### config.mk
export PLATFORM = sky130hd
export DESIGN_NAME = oblr_back
export DESIGN_NICKNAME = d
export VERILOG_FILES = /design/src/sv/oblr_pkg.sv /design/src/sv/oblr_back.sv
export SDC_FILE = /design/constraint.sdc
export NUM_CORES = 1
export LEC_CHECK = 0
export BUFFER_PORTS_ARGS = -buffer_cell sky130_fd_sc_hd__buf_2
export CELL_PAD_IN_SITES_DETAIL_PLACEMENT = 0
export CELL_PAD_IN_SITES_GLOBAL_PLACEMENT = 1
export CORE_AREA = 2 2 192 156
export CTS_BUF_LIST = sky130_fd_sc_hd__clkbuf_8
export CTS_CLUSTER_DIAMETER = 80
export DETAILED_ROUTE_END_ITERATION = 16
export DIE_AREA = 0 0 194 158
export PLACE_DENSITY = 0.8
export SLEW_MARGIN = 40
export SYNTH_ARGS = -nofsm -noshare
export SYNTH_HDL_FRONTEND = slang
export SYNTH_SLANG_ARGS = --single-unit
### constraint.sdc
create_clock -name clock -period 3.3 [get_ports clock]
set_clock_uncertainty 0.15 [all_clocks]
set_input_delay 0.495 -clock clock [delete_from_list [all_inputs] [get_ports clock]]
set_output_delay 0.495 -clock clock [all_outputs]
set_load 0.03 [all_outputs]
### src/sv/oblr_pkg.sv
package oblr_pkg;
   localparam int SAMPLE_BITS = 16;
   localparam int CFG_W   = 40;
   localparam int FREQ_W  = 41;
   localparam int SUM_W   = 34;
   localparam int RATIO_W = 32;
   localparam int MAG_W   = SAMPLE_BITS + 1;
   localparam int QW      = 4;

   localparam logic [2:0] REG_START_FREQ = 3'd0;
   localparam logic [2:0] REG_FREQ_STEP  = 3'd1;
   localparam logic [2:0] REG_WIN_A_LOW  = 3'd2;
   localparam logic [2:0] REG_WIN_A_HIGH = 3'd3;
   localparam logic [2:0] REG_WIN_B_LOW  = 3'd4;
   localparam logic [2:0] REG_WIN_B_HIGH = 3'd5;

   typedef struct packed {
      logic [MAG_W-1:0] vis_mag;
      logic [MAG_W-1:0] bp_mag;
      logic             hit;
      logic             last;
   } chan_type;

   typedef enum logic [1:0] {
      ST_ACC,
      ST_DIV,
      ST_OUT
   } back_state_type;
endpackage

### src/sv/oblr_back.sv
// accumulation and restoring division of the sums
module oblr_back
   import oblr_pkg::*;
(
   input  logic               clock,
   input  logic               reset,
   input  logic               q_valid,
   output logic               q_ready,
   input  chan_type           q_data,
   output logic               rsp_valid,
   input  logic               rsp_ready,
   output logic [RATIO_W-1:0] level_ratio,
   output logic               zero_level
);
   localparam int NUM_W = SUM_W + 16;
   localparam int CW    = $clog2(NUM_W + 1);

   back_state_type state_ff, state_in;
   logic [SUM_W-1:0]   vis_ff, bp_ff, vis_add, bp_add;
   logic [SUM_W:0]     vsum, bsum;
   logic [NUM_W-1:0]   num_ff;
   logic [SUM_W:0]     rem_ff, rem_sh;
   logic [CW-1:0]      cnt_ff;
   logic [RATIO_W-1:0] ratio_ff;
   logic               zero_ff, sat_ff;
   logic               pop;

   assign vsum = {1'b0, vis_ff} + (SUM_W+1)'(q_data.vis_mag);
   assign bsum = {1'b0, bp_ff} + (SUM_W+1)'(q_data.bp_mag);
   assign vis_add = vsum[SUM_W] ? '1 : vsum[SUM_W-1:0];
   assign bp_add  = bsum[SUM_W] ? '1 : bsum[SUM_W-1:0];
   assign rem_sh  = {rem_ff[SUM_W-1:0], num_ff[NUM_W-1]};

   always_comb begin
      state_in = state_ff;
      q_ready  = 1'b0;
      pop      = 1'b0;
      case (state_ff)
         ST_ACC: begin
            q_ready = 1'b1;
            pop     = q_valid;
            if (q_valid && q_data.last) state_in = ST_DIV;
         end
         ST_DIV: if (cnt_ff == '0) state_in = ST_OUT;
         ST_OUT: if (rsp_ready) state_in = ST_ACC;
         default: state_in = ST_ACC;
      endcase
   end

   always_ff @(posedge clock) begin
      if (reset) begin
         state_ff <= ST_ACC;
         vis_ff   <= '0;
         bp_ff    <= '0;
      end else begin
         state_ff <= state_in;
         if (pop && q_data.hit) begin
            vis_ff <= vis_add;
            bp_ff  <= bp_add;
         end
         if (state_ff == ST_OUT && rsp_ready) begin
            vis_ff <= '0;
            bp_ff  <= '0;
         end
      end
      if (pop && q_data.last) begin
         // final sums feed the divider; start from the sums just formed
         num_ff <= {(q_data.hit ? bp_add : bp_ff), 16'h0};
         rem_ff <= '0;
         cnt_ff <= CW'(NUM_W);
         sat_ff <= 1'b0;
      end else if (state_ff == ST_DIV && cnt_ff != '0) begin
         num_ff <= {num_ff[NUM_W-2:0], 1'b0};
         cnt_ff <= cnt_ff - 1'b1;
         if (rem_sh >= {1'b0, vis_ff}) begin
            rem_ff <= rem_sh - {1'b0, vis_ff};
            if (ratio_ff[RATIO_W-1]) sat_ff <= 1'b1;
            ratio_ff <= {ratio_ff[RATIO_W-2:0], 1'b1};
         end else begin
            rem_ff <= rem_sh;
            if (ratio_ff[RATIO_W-1]) sat_ff <= 1'b1;
            ratio_ff <= {ratio_ff[RATIO_W-2:0], 1'b0};
         end
      end
      if (pop && q_data.last) begin
         ratio_ff <= '0;
         zero_ff  <= (q_data.hit ? vis_add : vis_ff) == '0;
      end
   end

   assign rsp_valid   = state_ff == ST_OUT;
   assign level_ratio = (zero_ff || sat_ff) ? '1 : ratio_ff;
   assign zero_level  = zero_ff;
endmodule

==> flow_summary.yaml <==
floorplanning:
  die-height_um: 158
  die_width_um: 194
  rows: 56
  initial_utilization_pct: 42.29
  die_area_mm2: 0.03065
  io_pins: 75
  fp.coreArea_mm2: 0.02887
cells_and_area:
  layout.filler_cells: 2812
  area.growth.synth_to_final_pct: 26.39
  ff_latch_area_mm2: 0.003925
  finish.net_count: 1896
  drive_gt1_share_pct: 25.17
  final_design_area_no_fill_mm2: 0.01543
  final_cells: 2173
  n_antenna_cell: 0
  utilization_pct: 53.45
  multi_input_area_mm2: 0.008075
hold_path:
  hp-start: "reset"
  holdPathStages: 2
  min_delay_worst_endpoint: "state_ff[1]"
  timing.hold.worst.class: "input pin to flip-flop"
critical_path:
  critPathArrivalTime_ps: 3640
  timing.rr.end: "zero_level"
  worstSetupEndpointType: "flip-flop"
  timing_worst_setup_path_type: "flip-flop to flip-flop"
  cp_common_cell: "nand4_1"
  setup.worst_path.start: "vis_ff[0]"
  path_buf_inv: 0
  critical-path-slowest-cell: "or4_4"
  crit_path_max_fanout: 2
  cp-start-kind: "flip-flop"
  cpLargestDelayFamily: "compound AO/OA/AOI/OAI gates"
  required_time_of_the_worst_setup_path_ps: 3490
  crit_path_cell_trace: "ha_4 -> fa_2 -> a211oi_2 -> o2111ai_1 -> a211o_1 -> a2111oi_4 -> nand4_1 -> a311oi_1 -> nand4_1 -> or4_4 -> o31ai_4"
  worst_reg2reg_path_startpoint: "vis_ff[0]"
  slowest_delay_ps: 550
  worstRegToRegCells: 11
  worst_reg2reg_setup_slack_ps: -150
drt:
  total_detailed_routing_wirelength_um: 38230
  drt_first_pass_iters: 5
  avg_vias_per_cell: 5.708
  routed_wire_length_per_instance_um: 17.59
  drtAntennaViolNets: 0
  detail_route.drc_violations: 0
  drt_iter0_drc: 931
  via_count: 12404
timing:
  worst_slew_pin_slew_ps: 831.9
  final-setup-viol-count: 2
  timing.final.hold_violations: 0
  relSlewSlack_pct: 44.54
  final_critical_path_setup_slack_ps: -153.0
  share_of_the_clock_period_used_by_the_worst_path_pct: 104.6
  fmax_mhz: 289.6
  slew_violations: 0
  rsz0062_at_grt: "true"
  clock_period_minus_worst_slack_ps: 3453
clocking:
  ctsRootBufferMaster: "clkbuf_8"
  cts_tree: "built"
  clk_transition_reported_paths_ps: 120
  cts.sink_count: 178
  clockBufferDepth: 2
  numCtsBuffers: 17
  cts_hold_buffers: 0
  clock_insertion_delay_worst_skew_ps: 490
  cts_h_tree_depth: 4
logic_synthesis:
  main_synth_ff_type: "dfxtp_1"
  syn-mean-instance-area_um2: 7.891
  synth_cells: 1547
  ys_seq_elements: 178
  portion_of_the_post_synthesis_area_used_by_sequential_elements_pct: 32.06
  synth-edff-count: 35
  ys.warnings.count: 0
  syn-cell-area_mm2: 0.01221
  synth-async-reset-ratio_pct: 0
  yosysUniqueCellTypes: 87
  net_count_after_synthesis: 1660
grt:
  grt_overflow_total: 0
  grt_antenna_before_repair: 0
  grt_first_pass_wirelength_um: 60540
  overall_global_routing_resource_usage_pct: 24.39
  grt_pass1_vias: 11558
  grt_max_degree: 91
placed_design:
  post-place-ws_ps: -436.8
  post_dp_cell_area_mm2: 0.01433
  buffer_ports.inserted: 74
  dp_hpwl_um: 27380
  dpl.cell_count: 2112
  finalWeightedCongestion: 0.9459
power:
  portion_of_total_power_attributed_to_the_clock_network_pct: 17.1
  power.sequential.fraction_pct: 28.4
  share_comb_of_total_power_pct: 54.5
  irDropWorstVdd_mv: 0.5260
  power_density_relative_to_cell_area_mw_per_mm2: 623.8
  net-switching-power_w: 0.003939
  sw_frac_of_total_pct: 40.92
  intPower_w: 0.005686
  power.static_leakage_nw: 6.549
status:
  violations_in_the_final_reports: "setup timing"
  status: "complete, but fails checks"
job:
  drv.max_cap_violation_count: 0
Yosys cell counts, types with 21 or more instances:
master | number | share of area (%)
ha_1 | 70 | 7.2
a21oi_1 | 148 | 6.1
clkbuf_1 | 67 | 2.1
o21ai_0 | 110 | 4.5
edfxtp_1 | 35 | 8.6
mux2i_1 | 29 | 2.4
or3_1 | 37 | 1.9
and3_1 | 21 | 1.1
a21o_1 | 41 | 2.5
nor2_1 | 132 | 4.1
nand4_1 | 26 | 1.3
dfxtp_1 | 143 | 23
inv_1 | 64 | 2.0
a211oi_1 | 39 | 2.4
nand2_1 | 168 | 5.2
xnor2_1 | 47 | 3.4
nand3_1 | 66 | 2.7
nor3_1 | 34 | 1.4
power by group through the flow:
stage                     clock [W]  combinational, W  sequential, W
after floorplan                   0           0.00329        0.00271
after global placement            0           0.00464        0.00277
after detailed placement          0           0.00470        0.00277
after CTS                   0.00169           0.00487        0.00273
after global routing        0.00176           0.00576        0.00277
final                       0.00164           0.00525        0.00273
sequential cells by signal, indices dropped and copies added, names as in the netlist:
signal,count
bp_ff,34
num_ff,34
rem_ff,34
vis_ff,34
ratio_ff,32
cnt_ff,6
state_ff,2
sat_ff,1
zero_level,1
logic make-up (layout without fill, tap and decap cells):
family	Yosys count	in the layout	share of synthesized area, %
compound gates	498	498	26.53
buf+inv	163	412	5.647
fa+ha+maj	73	73	7.666
flops	178	178	32.06
simple gates	542	542	21.10
mux	30	30	2.470
xor+xnor	63	63	4.520
final cells by class:
class,instances,area share [%]
Clock buffer,19,1.695
Clock inverter,13,1.022
Inverter,66,1.622
Multi-Input combinational cell,1206,52.34
Sequential cell,178,25.44
Tap cell,377,3.057
Timing Repair Buffer,314,14.83
timing repair:
item	4_1_cts	5_1_grt
buffers inserted	20	10
pin swaps	27	40
resized for setup	34	73
gates cloned	0	0
setup endpoints to repair	29	79
placed cells by master (no fill, tap or decap), types with 35 or more instances in the layout:
cell and count:
a21oi_1 141, nand2_1 167, nand3_1 65, a211oi_1 37
ha_1 62, dfxtp_1 136, edfxtp_1 35, inv_1 63
o21ai_0 102, nor2_1 125, buf_2 74, xnor2_1 45
buf_4 223, a21o_1 40, or3_1 36
how the worst max path moves through the flow:
stage	end	slack [ps]	depth (start not counted)
finish	zero_level	-150	11
global route	zero_level	-300	11
CTS	zero_level	-100	12
detailed placement	zero_level	-440	12
global placement	zero_level	-340	12
floorplan	zero_level	-50	11
metal layers:
layer	part of all wire, %	track usage [%]	vias to the layer above
li1	-	-	6139
met1	48	33.76	5853
met2	45	39.65	361
met3	5.0	3.366	51
met4	2.2	7.359	0
met5	0	0	-
metrics by stage:
step | setup TNS [ps] | power (W) | hold slack (ps)
after floorplan | -50.33 | 0.005999 | 274.0
after global placement | -10220 | 0.007413 | 288.5
after detailed placement | -12160 | 0.007478 | 293.0
after CTS | -103.0 | 0.009287 | 5.402
after global routing | -757.5 | 0.01029 | 38.01
final | -166.5 | 0.009625 | 46.63
No activity file was read; power rests on OpenSTA's default activity.
