==> config.mk <==
export PLATFORM = sky130hd
export DESIGN_NAME = oblr_queue
export DESIGN_NICKNAME = d
export VERILOG_FILES = /design/src/sv/oblr_pkg.sv /design/src/sv/oblr_queue.sv
export SDC_FILE = /design/constraint.sdc
export NUM_CORES = 1
export LEC_CHECK = 0
export ABC_AREA = 1
export BUFFER_PORTS_ARGS = -buffer_cell sky130_fd_sc_hd__buf_4
export CORE_ASPECT_RATIO = 0.9
export CORE_MARGIN = 1.5
export CORE_UTILIZATION = 45
export DETAILED_ROUTE_END_ITERATION = 10
export PLACE_DENSITY = 0.72
export SLEW_MARGIN = 20
export SYNTH_ARGS = -nofsm -noshare
export SYNTH_HDL_FRONTEND = slang
export SYNTH_SLANG_ARGS = --single-unit
==> constraint.sdc <==
create_clock -name clock -period 3.5 [get_ports clock]
set_input_delay 0.35 -clock clock [delete_from_list [all_inputs] [get_ports clock]]
set_output_delay 0.35 -clock clock [all_outputs]
set_load 0.02 [all_outputs]
==> src/sv/oblr_pkg.sv <==
package oblr_pkg;
   localparam int SAMPLE_BITS = 16;
   localparam int CFG_W   = 40;
   localparam int FREQ_W  = 41;
   localparam int SUM_W   = 34;
   localparam int RATIO_W = 32;
   localparam int MAG_W   = SAMPLE_BITS + 1;
   localparam int QW      = 4;

   localparam logic [2:0] REG_START_FREQ = 3'd0;
   localparam logic [2:0] REG_FREQ_STEP  = 3'd1;
   localparam logic [2:0] REG_WIN_A_LOW  = 3'd2;
   localparam logic [2:0] REG_WIN_A_HIGH = 3'd3;
   localparam logic [2:0] REG_WIN_B_LOW  = 3'd4;
   localparam logic [2:0] REG_WIN_B_HIGH = 3'd5;

   typedef struct packed {
      logic [MAG_W-1:0] vis_mag;
      logic [MAG_W-1:0] bp_mag;
      logic             hit;
      logic             last;
   } chan_type;

   typedef enum logic [1:0] {
      ST_ACC,
      ST_DIV,
      ST_OUT
   } back_state_type;
endpackage

==> src/sv/oblr_queue.sv <==
// small fifo between front and back
module oblr_queue
   import oblr_pkg::*;
(
   input  logic     clock,
   input  logic     reset,
   input  logic     in_valid,
   output logic     in_ready,
   input  chan_type in_data,
   output logic     out_valid,
   input  logic     out_ready,
   output chan_type out_data
);
   localparam int AW = $clog2(QW);

   chan_type        mem_ff [QW];
   logic [AW-1:0]   wr_ff, rd_ff;
   logic [AW:0]     cnt_ff;
   logic            push, pop;

   assign in_ready  = cnt_ff != (AW+1)'(QW);
   assign out_valid = cnt_ff != '0;
   assign out_data  = mem_ff[rd_ff];
   assign push = in_valid && in_ready;
   assign pop  = out_valid && out_ready;

   always_ff @(posedge clock) begin
      if (reset) begin
         wr_ff  <= '0;
         rd_ff  <= '0;
         cnt_ff <= '0;
      end else begin
         if (push) wr_ff <= wr_ff + 1'b1;
         if (pop)  rd_ff <= rd_ff + 1'b1;
         cnt_ff <= cnt_ff + (AW+1)'(push) - (AW+1)'(pop);
      end
      if (push) mem_ff[wr_ff] <= in_data;
   end
endmodule

==> results of run 1 <==
==> flip-flops by register name, indices dropped and copies added, names as in the netlist, named ones only <==
register,cells
rd_ff,2
mem_ff,144
cnt_ff,3
wr_ff,2
==> metal layers <==
layer  vias up  GRT usage (%)
li1       1692              -
met1      1745           24.1
met2       117           26.6
met3         7           5.97
met4         0           5.06
met5         -              0
==> critical path, delay by kind of cell, from the launching register on <==
kind | cells | cell delay (ns)
compound gates | 2 | 0.41
buf+inv | 2 | 0.62
flops | 1 | 0.90
==> kinds of logic (layout without fill, tap and decap cells) <==
family | count (synthesis) | in the layout | share of synthesized area [%]
AOI/OAI and AO/OA | 115 | 115 | 10.7
adders and majority gates | 7 | 7 | 1.62
buffers and inverters | 38 | 130 | 4.11
DFF | 153 | 153 | 77.0
and+or+nand+nor | 100 | 100 | 6.61
==> Yosys cell counts, drive strengths merged <==
library cell / number / area, sq um
inv: 16 / 67.6
ha: 6 / 75.1
dfxtp: 9 / 180
edfxtp: 144 / 4320
nor2: 85 / 322
a21boi: 2 / 15.0
a21oi: 4 / 20.0
o21ai: 73 / 365
nand2: 12 / 50.1
buf: 22 / 173
fa: 1 / 20.0
nand3: 3 / 15.0
o22ai: 36 / 225
==> power groups by stage <==
stage	Clock, mW	Combinational [mW]	Sequential [mW]
CTS	1.73	1.40	2.37
finish	1.71	1.42	2.36
detailed placement	0	1.40	2.40
global route	1.81	1.54	2.39
floorplan	0	0.940	2.33
global placement	0	1.36	2.39
==> how the worst max path moves through the flow <==
stage	startpoint	end	slack, ns	cells after the start
2_1_floorplan	cnt_ff[1]	mem_ff[0][0]	0.77	4
3_3_place_gp	flop	out_data[5]	1.22	4
3_5_place_dp	flop	out_data[5]	1.24	4
4_1_cts	flop	out_data[20]	0.76	4
5_1_grt	flop	out_data[5]	0.61	4
6_report	flop	out_data[5]	0.80	4
==> cell type report <==
type	instances	share of cell area [%]
sequential	153	63.0
tap	164	2.87
timing repair buffer	83	9.54
clock buffer	17	5.94
multi-input combinational	222	15.9
clock inverter	14	1.85
inverter	16	0.944
==> impl_metrics.json, run 1 <==
{
  "status": "finished clean",
  "numPortBuffers": 77,
  "comb_power_share_pct": 25.9,
  "whs_path_depth": 2,
  "wl_met2_mm": 5.54,
  "hold_viol": 0,
  "gp_congestion": 0.696,
  "slowest_stage": "dfxtp_2",
  "fin_hold_ws_ns": 0.105,
  "drc_errors": 0,
  "clock-sinks": 153,
  "post_cts_resized": 0,
  "crit_path_end_kind": "output port",
  "dpl_cell_area_sq_um": 6550,
  "yosysSeqAreaShare_pct": 77.0,
  "p_per_area_nw_per_um2": 766,
  "dp_hpwl_mm": 6.88,
  "min_to": "cnt_ff[0]",
  "final_area_sq_um": 7160,
  "path_common_cell": "buf_4",
  "cts_setup_buffers": 0,
  "r2r_end": "cnt_ff[2]",
  "wl_met3_um": 772,
  "dieWidth_um": 123,
  "multi_input_area_sq_um": 1140,
  "first_pass_iters": 4,
  "drtIter0Drc": 283,
  "dp_cells": 636,
  "syn_area_sq_um": 5850,
  "core_area_sq_um": 12700,
  "die_y_um": 111,
  "cp-start-kind": "flop",
  "ys_ff_latch": 153,
  "fin_ws_ns": 0.796,
  "ioPinCount": 78,
  "grt_use_total_pct": 17.5,
  "pwr-share-seq_pct": 43.1,
  "grt_max_degree": 73,
  "p_leak_nw": 2.56,
  "maxCapViolations": 0,
  "avgSynthCellArea_sq_um": 14.2,
  "worst_pin_slew_ns": 0.875,
  "p_switching_mw": 1.69,
  "first_global_vias": 3576,
  "hold_buffers": 0,
  "fin_crit_sh_pct": 77.3,
  "synth_cells": 413,
  "wl_per_cell_um": 17.4,
  "cts-root-buf": "clkbuf_16",
  "fmax_ghz": 0.370,
  "max_stage_delay_ns": 0.90,
  "ys_warn_count": 0,
  "overflow": 0,
  "setup_violations": 0,
  "setup_tns_ns": 0,
  "crit_chain": "buf_4 -> o21ai_0 -> o22ai_1 -> buf_4",
  "total_power_mw": 5.49,
  "antenna_found_initial": 0,
  "start_util_pct": 46.1,
  "vias": 3561,
  "regArea_sq_um": 4510,
  "vdd_drop_max_v": 0.000427,
  "sw_frac_of_total_pct": 30.9,
  "cts_buffer_depth": 2,
  "required_ns": 3.15,
  "nets": 540,
  "skew_ns": 0.00787,
  "vias_per_cell": 5.32,
  "worstPathMaxFanout": 45,
  "p_int_mw": 3.79,
  "power_frac_clock_pct": 31.1,
  "final_common_cell": "edfxtp_1",
  "regToRegSetupSlack_ns": 1.25,
  "min-delay-start": "reset",
  "n_antenna_cell": 0,
  "stdcell_count": 669,
  "slew_violations": 0,
  "top_layer": "met4",
  "r2r_cells": 10,
  "min_period_ns": 2.70,
  "synth_fp_nets": 460,
  "dp_slack_ns": 1.24,
  "rsz0062_at_grt": "false",
  "synthDistinctLibCells": 20,
  "cts_tree": "yes",
  "numCtsBuffers": 17,
  "critPathKind": "flop to output port",
  "grt_pass1_wl_mm": 18.0,
  "wl_mm": 11.7,
  "utilization_pct": 56.4,
  "nFillCells": 1014,
  "final_cell_mix": "144 x edfxtp_1, 80 x nor2_1, 80 x buf_4, 58 x o21ai_1, 36 x o22ai_1",
  "critPathArrivalTime_ns": 2.35,
  "die_area_sq_um": 13700,
  "clk_latency_ns": 0.41,
  "drive_above_1_share_pct": 24.4,
  "r2r-start": "cnt_ff[1]",
  "hold_class": "input port to flop",
  "core.rowCount": 39,
  "cts-htree-levels": 4,
  "antenna_left": 0,
  "syn2layout_area_growth_pct": 22.3,
  "clk_pin_slew_ns": 0.06,
  "max_slew_margin_pct": 41.6,
  "wl_met1_mm": 5.27
}
(Power assumes the default switching activity.)
==> run 2, diff against run 1 <==
==> constraint.sdc (replaced) <==
create_clock -name clock -period 2.5 [get_ports clock]
set_input_delay 0.25 -clock clock [delete_from_list [all_inputs] [get_ports clock]]
set_output_delay 0.25 -clock clock [all_outputs]
set_load 0.02 [all_outputs]
==> impl_metrics.json, run 2 (synthesis results as in run 1) <==
{
  "status": "finished clean",
  "comb_power_share_pct": 25.3,
  "p_leak_nw": 2.60,
  "vdd_drop_max_v": 0.000801,
  "syn2layout_area_growth_pct": 23.9,
  "critPathArrivalTime_ns": 1.90,
  "wl_per_cell_um": 17.4,
  "r2r-start": "cnt_ff[1]",
  "vias": 3584,
  "p_int_mw": 5.54,
  "worstPathMaxFanout": 72,
  "slew_violations": 0,
  "antenna_found_initial": 0,
  "top_regs": "mem_ff (144), cnt_ff (3)",
  "drive_above_1_share_pct": 25.0,
  "hold_class": "input port to flop",
  "start_util_pct": 46.1,
  "largest_reg_flops": 144,
  "fin_crit_sh_pct": 86.2,
  "vias_per_cell": 5.31,
  "skew_ns": 0.00840,
  "antenna_left": 0,
  "fmax_ghz": 0.464,
  "p_switching_mw": 2.43,
  "grt_pass1_wl_mm": 18.4,
  "maxCapViolations": 0,
  "nets": 546,
  "regMostFlops": "mem_ff",
  "setup_violations": 0,
  "critPathKind": "flop to output port",
  "max_slew_margin_pct": 64.3,
  "cts_setup_buffers": 0,
  "n_antenna_cell": 0,
  "first_global_vias": 3634,
  "min_period_ns": 2.15,
  "clk_latency_ns": 0.41,
  "grt_use_total_pct": 18.1,
  "die_y_um": 111,
  "power_frac_clock_pct": 33.6,
  "fin_hold_ws_ns": 0.0344,
  "numCtsBuffers": 17,
  "rsz0062_at_grt": "false",
  "cp-start-kind": "flop",
  "nFillCells": 991,
  "core.rowCount": 39,
  "min-delay-start": "in_data[3]",
  "gp_congestion": 0.716,
  "final_common_cell": "edfxtp_1",
  "drc_errors": 0,
  "clock-sinks": 153,
  "wl_mm": 11.7,
  "dp_hpwl_mm": 6.91,
  "ioPinCount": 78,
  "dieWidth_um": 123,
  "hold_viol": 0,
  "crit_path_end_kind": "output port",
  "grt_max_degree": 73,
  "cts-root-buf": "clkbuf_16",
  "die_area_sq_um": 13700,
  "multi_input_area_sq_um": 1140,
  "final_cell_mix": "144 x edfxtp_1, 85 x buf_4, 80 x nor2_1, 58 x o21ai_1, 36 x o22ai_1",
  "sw_frac_of_total_pct": 30.5,
  "worst_pin_slew_ns": 0.536,
  "regArea_sq_um": 4510,
  "clk_pin_slew_ns": 0.06,
  "overflow": 0,
  "total_power_mw": 7.97,
  "first_pass_iters": 4,
  "drtIter0Drc": 247,
  "pwr-share-seq_pct": 41.1,
  "core_area_sq_um": 12700,
  "cts-htree-levels": 4,
  "cts_tree": "yes",
  "cts_buffer_depth": 2,
  "p_per_area_nw_per_um2": 1100,
  "numPortBuffers": 77,
  "setup_tns_ns": 0,
  "required_ns": 2.25
}
[run 2: cell count changes in the layout (fill, tap and decap cells not counted), sizes merged]
cell / change
buf: +5
clkinvlp: -1
clkinv: -4
bufinv: +2
clkbuf: +1
dlygate4sd3: +1
inv: +2
[run 2: power by group through the flow]
| stage | combinational [mW] | clock, mW | sequential [mW] |
|---|---|---|---|
| after floorplan | 1.32 | 0 | 3.26 |
| after detailed placement | 2.03 | 0 | 3.32 |
| after CTS | 2.04 | 2.72 | 3.27 |
| after global routing | 2.21 | 2.82 | 3.30 |
| final | 2.02 | 2.68 | 3.27 |
| after global placement | 1.98 | 0 | 3.31 |
[run 2: critical path, stage by stage (launching register included)]
cell     delay (ns)
dfxtp_4        0.46
inv_6          0.45
nor2_1         0.08
o22ai_1        0.29
buf_4          0.20
[run 2: path summary, 6_finish.rpt]
check / to / slack (ns) / cells after the start
worst max-delay path: out_data[20] / 0.35 / 4
worst min-delay path: mem_ff[0][3] / 0.03 / 1
worst max register to register: cnt_ff[2] / 0.59 / 10
worst min register to register: rd_ff[0] / 0.51 / 2
[run 2: stage by stage]
stage          utilization (%)  cell area [sq um]  setup slack (ns)  instances
2_1_floorplan                -               5850            -0.228        413
3_3_place_gp              52.1               6620             0.653        643
3_5_place_dp              52.1               6620             0.593        643
4_1_cts                   57.1               7250             0.165        675
5_1_grt                   57.1               7250             0.186        675
6_report                  57.1               7250             0.346        675
[run 2: area by class of cell]
type,count,share of cell area (%)
Clock inverter,13,2.67
Tap cell,164,2.83
Clock buffer,18,5.92
Inverter,16,0.932
Sequential cell,153,62.2
Timing Repair Buffer,89,9.77
Multi-Input combinational cell,222,15.7
[run 2: what timing repair did]
action,CTS,global route
resized for setup,0,1
setup endpoints to repair,0,1
hold endpoints to repair,2,0
hold buffers,1,0
[run 2: routing by layer]
| metal | vias to the layer above | GRT usage [%] | wire length [um] |
|---|---|---|---|
| met5 | - | 0 | 0 |
| met2 | 95 | 27.6 | 5620 |
| li1 | 1700 | - | - |
| met3 | 8 | 6.22 | 738 |
| met4 | 0 | 4.83 | 105 |
| met1 | 1781 | 24.8 | 5270 |
